--- config.mk ---
export PLATFORM = sky130hd
export DESIGN_NAME = spi_flash_read_engine_core
export DESIGN_NICKNAME = d
export VERILOG_FILES = /design/src/sfre_pkg.sv /design/src/sfre_front.sv /design/src/sfre_queue.sv /design/src/sfre_back.sv /design/src/spi_flash_read_engine_core.sv
export SDC_FILE = /design/constraint.sdc
export NUM_CORES = 1
export LEC_CHECK = 0
export ABC_AREA = 1
export BUFFER_PORTS_ARGS = -buffer_cell sky130_fd_sc_hd__buf_2
export CAP_MARGIN = 20
export CELL_PAD_IN_SITES_DETAIL_PLACEMENT = 0
export CELL_PAD_IN_SITES_GLOBAL_PLACEMENT = 1
export CORE_MARGIN = 2
export CORE_UTILIZATION = 47
export DETAILED_ROUTE_END_ITERATION = 12
export PLACE_DENSITY_LB_ADDON = 0.1
export SLEW_MARGIN = 15
export SYNTH_ARGS = -nofsm -noshare
export SYNTH_HDL_FRONTEND = slang
export SYNTH_SLANG_ARGS = --single-unit
--- constraint.sdc ---
create_clock -name clk -period 7.4 [get_ports clk]
set_input_delay 1.48 -clock clk [delete_from_list [all_inputs] [get_ports clk]]
set_output_delay 1.48 -clock clk [all_outputs]
set_load 0.05 [all_outputs]
--- src/sfre_pkg.sv ---
// Shared types, constants and helpers for the SPI flash read engine.
// Used by every module under src but sfre_checker; depends on nothing else.
package sfre_pkg;

	localparam int DEF_SELECT_LINES = 4;
	localparam int HEADER_BYTES = 4;
	localparam int QUEUE_DEPTH = 2;
	localparam logic [7:0] READ_OPCODE = 8'h03;
	localparam logic [24:0] MAX_COUNT = 25'h100_0000;

	typedef enum logic {
		KIND_START = 1'b0,
		KIND_RX    = 1'b1
	} kind_e_t;

	typedef enum logic {
		REG_WORD_SIZE   = 1'b0,
		REG_SELECT_MASK = 1'b1
	} cfg_reg_t;

	typedef enum logic [1:0] {
		WS_8   = 2'd0,
		WS_16  = 2'd1,
		WS_32  = 2'd2,
		WS_RSV = 2'd3
	} word_size_t;

	// One classified word as it waits between the front and the back.
	typedef struct packed {
		logic        is_start;
		logic [23:0] offset;
		logic [24:0] count;
		logic [31:0] rx;
	} item_t;

	// Queue status seen by the front.
	typedef struct packed {
		logic full;
		logic empty;
	} queue_stat_t;

	typedef struct packed {
		logic [31:0] tx_word;
		logic        tx_valid;
		logic [31:0] data_word;
		logic [2:0]  data_bytes;
		logic        done_res;
	} result_t;

	function automatic logic [2:0] word_bytes(input logic [1:0] ws);
		logic [2:0] w;
		unique case (word_size_t'(ws))
			WS_8:    w = 3'd1;
			WS_16:   w = 3'd2;
			WS_32:   w = 3'd4;
			default: w = 3'd4;
		endcase
		return w;
	endfunction

	// Mask covering the n low bytes of a 32-bit word.
	function automatic logic [31:0] byte_mask(input logic [2:0] n);
		logic [31:0] m;
		unique case (n)
			3'd0:    m = 32'h0000_0000;
			3'd1:    m = 32'h0000_00ff;
			3'd2:    m = 32'h0000_ffff;
			3'd3:    m = 32'h00ff_ffff;
			default: m = 32'hffff_ffff;
		endcase
		return m;
	endfunction

endpackage

--- src/sfre_front.sv ---
// Front end: accepts input words, classifies them and saturates the count.
// Depends on sfre_pkg; feeds sfre_queue.
module sfre_front (
	input  logic                 in_valid,
	output logic                 in_ready,
	input  logic                 kind,
	input  logic [23:0]          flash_offset,
	input  logic [24:0]          byte_count,
	input  logic [31:0]          rx_word,
	input  sfre_pkg::queue_stat_t qstat,
	output logic                 push,
	output sfre_pkg::item_t      push_item
);

	assign in_ready = !qstat.full;
	assign push = in_valid && !qstat.full;

	always_comb begin
		push_item.is_start = (sfre_pkg::kind_e_t'(kind) == sfre_pkg::KIND_START);
		push_item.offset = flash_offset;
		push_item.count = (byte_count > sfre_pkg::MAX_COUNT) ? sfre_pkg::MAX_COUNT : byte_count;
		push_item.rx = rx_word;
	end

endmodule

--- src/sfre_queue.sv ---
// Short queue of classified words between the front and the back.
// Depends on sfre_pkg.
module sfre_queue (
	input  logic                  clk,
	input  logic                  arst_n,
	input  logic                  push,
	input  sfre_pkg::item_t       push_item,
	input  logic                  pop,
	output logic                  head_valid,
	output sfre_pkg::item_t       head_item,
	output sfre_pkg::queue_stat_t qstat
);

	localparam int Depth = sfre_pkg::QUEUE_DEPTH;
	localparam int PtrW = (Depth > 1) ? $clog2(Depth) : 1;
	localparam int CntW = $clog2(Depth + 1);

	sfre_pkg::item_t entry_q [Depth];
	logic [PtrW-1:0] wr_ptr_q;
	logic [PtrW-1:0] rd_ptr_q;
	logic [CntW-1:0] fill_q;

	function automatic logic [PtrW-1:0] ptr_inc(input logic [PtrW-1:0] p);
		logic [PtrW-1:0] n;
		if (p == PtrW'(Depth - 1)) begin
			n = '0;
		end else begin
			n = p + PtrW'(1);
		end
		return n;
	endfunction

	assign qstat.full = (fill_q == CntW'(Depth));
	assign qstat.empty = (fill_q == '0);
	assign head_valid = !qstat.empty;
	assign head_item = entry_q[rd_ptr_q];

	always_ff @(posedge clk or negedge arst_n) begin
		if (!arst_n) begin
			wr_ptr_q <= '0;
			rd_ptr_q <= '0;
			fill_q <= '0;
		end else begin
			if (push) begin
				wr_ptr_q <= ptr_inc(wr_ptr_q);
			end
			if (pop) begin
				rd_ptr_q <= ptr_inc(rd_ptr_q);
			end
			if (push && !pop) begin
				fill_q <= fill_q + CntW'(1);
			end else if (pop && !push) begin
				fill_q <= fill_q - CntW'(1);
			end
		end
	end

	always_ff @(posedge clk) begin
		if (push) begin
			entry_q[wr_ptr_q] <= push_item;
		end
	end

endmodule

--- src/sfre_back.sv ---
// Back end: runs the read sequence on each queued word and holds the result
// in an output register. Depends on sfre_pkg; fed by sfre_queue.
module sfre_back #(
	parameter int SELECT_LINES = sfre_pkg::DEF_SELECT_LINES
) (
	input  logic                    clk,
	input  logic                    arst_n,
	input  logic [1:0]              word_size,
	input  logic [SELECT_LINES-1:0] select_mask,
	input  logic                    head_valid,
	input  sfre_pkg::item_t         head_item,
	output logic                    pop,
	output logic                    out_valid,
	input  logic                    out_ready,
	output sfre_pkg::result_t       result,
	output logic [SELECT_LINES-1:0] select_lines
);

	localparam logic [24:0] HdrBytes = 25'(sfre_pkg::HEADER_BYTES);

	logic        busy_q;
	logic [23:0] offset_q;
	logic [24:0] count_q;
	logic [24:0] total_q;
	logic [24:0] sent_q;
	logic [24:0] rcv_q;
	logic [24:0] del_q;

	logic                    out_valid_q;
	sfre_pkg::result_t       result_q;
	logic [SELECT_LINES-1:0] sel_q;

	logic [2:0]        w;
	logic [24:0]       w_ext;
	logic [24:0]       left;
	logic [24:0]       rcv_next;
	logic              take;
	logic              busy_d;
	logic [23:0]       offset_d;
	logic [24:0]       count_d;
	logic [24:0]       total_d;
	logic [24:0]       sent_d;
	logic [24:0]       rcv_d;
	logic [24:0]       del_d;
	sfre_pkg::result_t res_d;
	logic [31:0]       hdr_word;
	logic [31:0]       hdr_shift;
	logic [31:0]       tx_at_sent;
	logic [31:0]       tx_at_zero;

	assign pop = head_valid && (!out_valid_q || out_ready);
	assign out_valid = out_valid_q;
	assign result = result_q;
	assign select_lines = sel_q;

	assign w = sfre_pkg::word_bytes(word_size);
	assign w_ext = {22'd0, w};

	// Header bytes as they stand in the stream, opcode first. A slot that starts
	// past the header carries only padding.
	always_comb begin
		hdr_word = {sfre_pkg::READ_OPCODE, offset_q};
		hdr_shift = hdr_word << {sent_q[1:0], 3'b000};
		if (sent_q >= HdrBytes) begin
			tx_at_sent = '0;
		end else begin
			tx_at_sent = hdr_shift >> {3'd4 - w, 3'b000};
		end
		tx_at_zero = {sfre_pkg::READ_OPCODE, head_item.offset} >> {3'd4 - w, 3'b000};
	end

	always_comb begin
		busy_d = busy_q;
		offset_d = offset_q;
		count_d = count_q;
		total_d = total_q;
		sent_d = sent_q;
		rcv_d = rcv_q;
		del_d = del_q;
		res_d = '0;
		take = 1'b0;
		left = count_q - del_q;
		rcv_next = rcv_q + w_ext;
		if (head_item.is_start) begin
			offset_d = head_item.offset;
			count_d = head_item.count;
			total_d = head_item.count + HdrBytes;
			rcv_d = '0;
			del_d = '0;
			busy_d = 1'b1;
			sent_d = w_ext;
			res_d.tx_word = tx_at_zero;
			res_d.tx_valid = 1'b1;
		end else if (busy_q) begin
			take = (rcv_q >= HdrBytes) && (del_q < count_q);
			if (take) begin
				res_d.data_bytes = (left < w_ext) ? left[2:0] : w;
				res_d.data_word = head_item.rx & sfre_pkg::byte_mask(w)
					& ~sfre_pkg::byte_mask(w - res_d.data_bytes);
				del_d = del_q + {22'd0, res_d.data_bytes};
			end
			rcv_d = rcv_next;
			if (rcv_next >= total_q) begin
				busy_d = 1'b0;
				res_d.done_res = 1'b1;
			end else if (sent_q < total_q) begin
				res_d.tx_word = tx_at_sent;
				res_d.tx_valid = 1'b1;
				sent_d = sent_q + w_ext;
			end
		end
	end

	always_ff @(posedge clk or negedge arst_n) begin
		if (!arst_n) begin
			busy_q <= 1'b0;
			offset_q <= '0;
			count_q <= '0;
			total_q <= HdrBytes;
			sent_q <= '0;
			rcv_q <= '0;
			del_q <= '0;
			out_valid_q <= 1'b0;
			sel_q <= '1;
		end else begin
			if (pop) begin
				busy_q <= busy_d;
				offset_q <= offset_d;
				count_q <= count_d;
				total_q <= total_d;
				sent_q <= sent_d;
				rcv_q <= rcv_d;
				del_q <= del_d;
				out_valid_q <= 1'b1;
				sel_q <= busy_d ? ~select_mask : '1;
			end else if (out_ready) begin
				out_valid_q <= 1'b0;
			end
		end
	end

	always_ff @(posedge clk) begin
		if (pop) begin
			result_q <= res_d;
		end
	end

endmodule

--- src/spi_flash_read_engine_core.sv ---
// Top level of the SPI flash read engine (read command 0x03).
// Depends on sfre_pkg, sfre_front, sfre_queue and sfre_back.
//
// Usage: each input word is either a start (kind 0, with flash_offset and
// byte_count) or a word received from the shifter (kind 1, rx_word). Every
// accepted word gives exactly one result word: the next transmit word with
// tx_valid, the active-low device selects, any read data bytes with their
// count, and done_res on the word that completes the transfer.
// The front accepts a word whenever the two-entry queue has room; the back
// takes one queued word per cycle into the output register whenever it is
// empty or the receiver takes its result. Each word passes the queue and
// the output register, at one word per cycle while results are taken.
// When the receiver stalls, the result waits in the output register and the
// queue keeps taking words until both of its entries are full; in_ready then
// drops until the receiver takes the result.
// Configuration writes (word_size at index 0, select_mask at index 1) take
// effect at the next clock edge and must only be issued while no word is in
// flight. Reset empties the queue, drops out_valid, resets the transfer
// state, clears both configuration registers and leaves the device deselected.
module spi_flash_read_engine_core #(
	parameter int SELECT_LINES = sfre_pkg::DEF_SELECT_LINES,
	localparam int CFG_W = (SELECT_LINES > 2) ? SELECT_LINES : 2
) (
	input  logic                    clk,
	input  logic                    arst_n,
	input  logic                    cfg_we,
	input  logic                    cfg_index,
	input  logic [CFG_W-1:0]        cfg_data,
	input  logic                    in_valid,
	output logic                    in_ready,
	input  logic                    kind,
	input  logic [23:0]             flash_offset,
	input  logic [24:0]             byte_count,
	input  logic [31:0]             rx_word,
	output logic                    out_valid,
	input  logic                    out_ready,
	output logic [31:0]             tx_word,
	output logic                    tx_valid,
	output logic [SELECT_LINES-1:0] select_lines,
	output logic [31:0]             data_word,
	output logic [2:0]              data_bytes,
	output logic                    done_res
);

	logic [1:0]              word_size_q;
	logic [SELECT_LINES-1:0] select_mask_q;

	sfre_pkg::queue_stat_t qstat;
	sfre_pkg::item_t       push_item;
	sfre_pkg::item_t       head_item;
	sfre_pkg::result_t     result;
	logic                  push;
	logic                  pop;
	logic                  head_valid;

	always_ff @(posedge clk or negedge arst_n) begin
		if (!arst_n) begin
			word_size_q <= '0;
			select_mask_q <= '0;
		end else if (cfg_we) begin
			unique case (sfre_pkg::cfg_reg_t'(cfg_index))
				sfre_pkg::REG_WORD_SIZE:   word_size_q <= cfg_data[1:0];
				sfre_pkg::REG_SELECT_MASK: select_mask_q <= cfg_data[SELECT_LINES-1:0];
				default: ;
			endcase
		end
	end

	sfre_front u_front (
		.in_valid     (in_valid),
		.in_ready     (in_ready),
		.kind         (kind),
		.flash_offset (flash_offset),
		.byte_count   (byte_count),
		.rx_word      (rx_word),
		.qstat        (qstat),
		.push         (push),
		.push_item    (push_item)
	);

	sfre_queue u_queue (
		.clk        (clk),
		.arst_n     (arst_n),
		.push       (push),
		.push_item  (push_item),
		.pop        (pop),
		.head_valid (head_valid),
		.head_item  (head_item),
		.qstat      (qstat)
	);

	sfre_back #(
		.SELECT_LINES (SELECT_LINES)
	) u_back (
		.clk          (clk),
		.arst_n       (arst_n),
		.word_size    (word_size_q),
		.select_mask  (select_mask_q),
		.head_valid   (head_valid),
		.head_item    (head_item),
		.pop          (pop),
		.out_valid    (out_valid),
		.out_ready    (out_ready),
		.result       (result),
		.select_lines (select_lines)
	);

	assign tx_word = result.tx_word;
	assign tx_valid = result.tx_valid;
	assign data_word = result.data_word;
	assign data_bytes = result.data_bytes;
	assign done_res = result.done_res;

endmodule

==> flow_metrics.env <==
export IMPL_grt_pass1_wl_mm=95.7
export IMPL_io_buffers=166
export IMPL_setup_viol=0
export IMPL_seq_area_mm2=0.0111
export IMPL_reg2reg_slack_ps=1260
export IMPL_rr_endpoint="u_back.sent_q[5]$_DFFE_PN0P_"
export IMPL_synth_edf_count=233
export IMPL_ys_seq_area_frac=0.510
export IMPL_syn_avg_cell_area_um2=8.81
export IMPL_place_hpwl_mm=45.3
export IMPL_nets=2802
export IMPL_async_flop_share=0.412
export IMPL_rows=78
export IMPL_cts_buffers=45
export IMPL_vias=17600
export IMPL_drive_gt1_frac=0.137
export IMPL_period_share=0.829
export IMPL_cts_hold_buf=0
export IMPL_hold_violations=0
export IMPL_rsz0062_at_grt="no"
export IMPL_swShare=0.462
export IMPL_leakage_nw=10.9
export IMPL_drc=0
export IMPL_cts_tree="built"
export IMPL_r2r_cells=28
export IMPL_end_kind="register"
export IMPL_timing_final_crit_period_ps=6140
export IMPL_max_slew_margin=0.287
export IMPL_drtPass1Iterations=6
export IMPL_area_delta_synth_final_pct=13.5
export IMPL_grt_max_degree=73
export IMPL_die_width_um=219
export IMPL_whs_ps=416
export IMPL_clk_latency_ps=600
export IMPL_ir_drop_mv=0.354
export IMPL_p_int_mw=5.81
export IMPL_h_tree_depth=2
export IMPL_final_common_cell="nand2_1"
export IMPL_fin_skew_ps=40.5
export IMPL_yosys_cell_types_count=63
export IMPL_antenna_found_initial=11
export IMPL_ant_nets=0
export IMPL_fin_tns_setup_ps=0
export IMPL_io_pins=167
export IMPL_m1WireLength_mm=27.7
export IMPL_clockRootBuffer="clkbuf_16"
export IMPL_post_cts_buffers=0
export IMPL_multi_input_area_mm2=0.00921
export IMPL_syn_inst=2467
export IMPL_gp_congestion=0.936
export IMPL_r2r_start="word_size_q[1]$_DFFE_PN0P_"
export IMPL_power_density_mw_per_mm2=438
export IMPL_clock_fmax_ghz=0.163
export IMPL_drv_cap=0
export IMPL_initial_utilization=0.478
export IMPL_gr_total_overflow=0
export IMPL_final_cell_mix="590 x nand2_1, 289 x inv_1, 245 x nor2_1"
export IMPL_status="finished, final reports clean"
export IMPL_viasPerCell=5.41
export IMPL_synth_area_mm2=0.0217
export IMPL_crit_path_start="word_size_q[1]$_DFFE_PN0P_"
export IMPL_wl_per_cell_um=18.9
export IMPL_die_height_um=219
export IMPL_combPwrFrac=0.465
export IMPL_startpoint_type="register"
export IMPL_grt_pass1_vias=17100
export IMPL_critPathMaxFanout=33
export IMPL_wl_met2_mm=29.4
export IMPL_tightest_slew_ps=1070
export IMPL_cts_resized=0
export IMPL_track_usage=0.258
export IMPL_num_fill_cells=4259
export IMPL_synth_warnings=0
export IMPL_clock_sinks=396
export IMPL_top_layer_used="met5"
export IMPL_synthFlopType="edfxtp_1"
export IMPL_syn_num_nets=2654
export IMPL_p_switching_mw=4.99
export IMPL_coreArea_mm2=0.0455
export IMPL_dieArea_mm2=0.0480
export IMPL_route_met3_wl_mm=3.07
export IMPL_synth_seq_cells=396
export IMPL_hp_class="reg -> reg"
export IMPL_critPathRequiredTime_ps=7870
export IMPL_cts_max_path_buffers=3
export IMPL_slowest_delay_ps=560
export IMPL_first_iter_violations=1610
export IMPL_clock_power_share=0.213
export IMPL_slew_viol_final=0
export IMPL_crit_path_top_delay_cell="clkinv_1"
export IMPL_crit_top_cell="nand2_1"
export IMPL_min_from="select_mask_q[3]$_DFFE_PN0P_"
export IMPL_cp_arrival_ps=6610
export IMPL_power_frac_seq=0.321
export IMPL_crit_type="reg -> reg"
export IMPL_drt_wl_total_mm=61.4
export IMPL_crit_path_end="u_back.sent_q[5]$_DFFE_PN0P_"
export IMPL_path_clk_slew_ps=60
-- through the flow --
stage	setup slack [ps]	instance area (µm²)	utilization	power [mW]	cells
finish	1260	24700	0.543	10.8	3257
global route	662	24700	0.542	11.5	3253
CTS	1280	24600	0.542	10.8	3250
detailed placement	1300	23100	0.508	8.51	3167
global placement	1450	23100	0.508	8.44	3167
floorplan	1840	21700	-	7.04	2467
-- state kept, by name (all words and copies together), names as in the netlist, 2 cells and up --
signal	count
u_queue.entry_q	164
u_back.select_lines	4
u_back.rcv_q	25
word_size_q	2
select_mask_q	4
u_back.result	69
u_back.del_q	25
u_queue.fill_q	2
u_back.count_q	23
u_back.offset_q	24
u_back.sent_q	25
u_back.total_q	25
-- power groups by stage --
stage / clock, mW / combinational (mW) / sequential, mW
finish: 2.30 / 5.03 / 3.47
global placement: 0 / 4.95 / 3.49
floorplan: 0 / 3.02 / 4.02
global route: 2.42 / 5.55 / 3.54
CTS: 2.34 / 5.02 / 3.47
detailed placement: 0 / 5.00 / 3.50
-- cell type report --
cell class                      instances  area share
Sequential cell                       396       0.449
Multi-Input combinational cell       1693       0.373
Clock buffer                           61      0.0502
Inverter                              299      0.0455
Timing Repair Buffer                  180      0.0390
Tap cell                              600      0.0304
Clock inverter                         22      0.0119
Antenna cell                            6    0.000609
-- layer usage --
layer	vias up	track usage
met5	-	0
met4	8	0.0640
met3	86	0.0394
met2	431	0.431
met1	8465	0.355
li1	8632	-
-- worst min path at each step --
stage / slack (ps) / cells past startpoint / endpoint
after floorplan: 380 / 1 / u_back.select_lines[2]$_DFFE_PN1P_
after detailed placement: 400 / 1 / u_back.select_lines[3]$_DFFE_PN1P_
after CTS: 410 / 1 / u_back.select_lines[3]$_DFFE_PN1P_
after global routing: 430 / 1 / u_back.select_lines[3]$_DFFE_PN1P_
final: 420 / 1 / u_back.select_lines[3]$_DFFE_PN1P_
after global placement: 400 / 1 / u_back.select_lines[3]$_DFFE_PN1P_
-- synth_stat cells, types with 8 or more instances --
master     count  area (µm²)
ha_1          90        1130
nand2_1      590        2210
a221oi_1      14         123
nand3b_1       8        60.1
nand2_2       13        81.3
inv_1        289        1080
o22ai_1       29         181
nand4_1       41         257
nor2_1       248         931
a21oi_1       75         375
nand3_1       88         440
dfrtp_1      158        3950
a31oi_1       15        93.8
mux2i_1        8        80.1
edfxtp_1     233        7000
o2111ai_1     16         140
nor2_2        10        62.6
or2_2         50         313
o211ai_1      25         188
o21ai_0      162         811
nor3_1        57         285
nor4_1        26         163
clkbuf_1      62         233
xor2_1        39         342
o21a_1        11        82.6
-- cells by family (layout without fill, tap and decap cells) --
logic type               after synthesis  after routing  share of synthesized area
AO/OA/AOI/OAI                        387            387                      0.108
XOR/XNOR                              45             45                     0.0181
flip-flops                           396            396                      0.510
buffers and inverters                378            562                     0.0681
multiplexers                          11             11                    0.00524
adder cells (fa/ha/maj)               95             95                     0.0564
AND/OR/NAND/NOR                     1155           1155                      0.235
other                                  0              6                          0
-- worst max-delay path, delay by kind of cell, from the launching register on --
family	cells	cell delay (ps)
compound gates	4	1000
fa+ha+maj	3	1050
buf+inv	3	1000
flops	1	410
simple gates	18	2560
No activity file was read; power rests on OpenSTA's default activity.
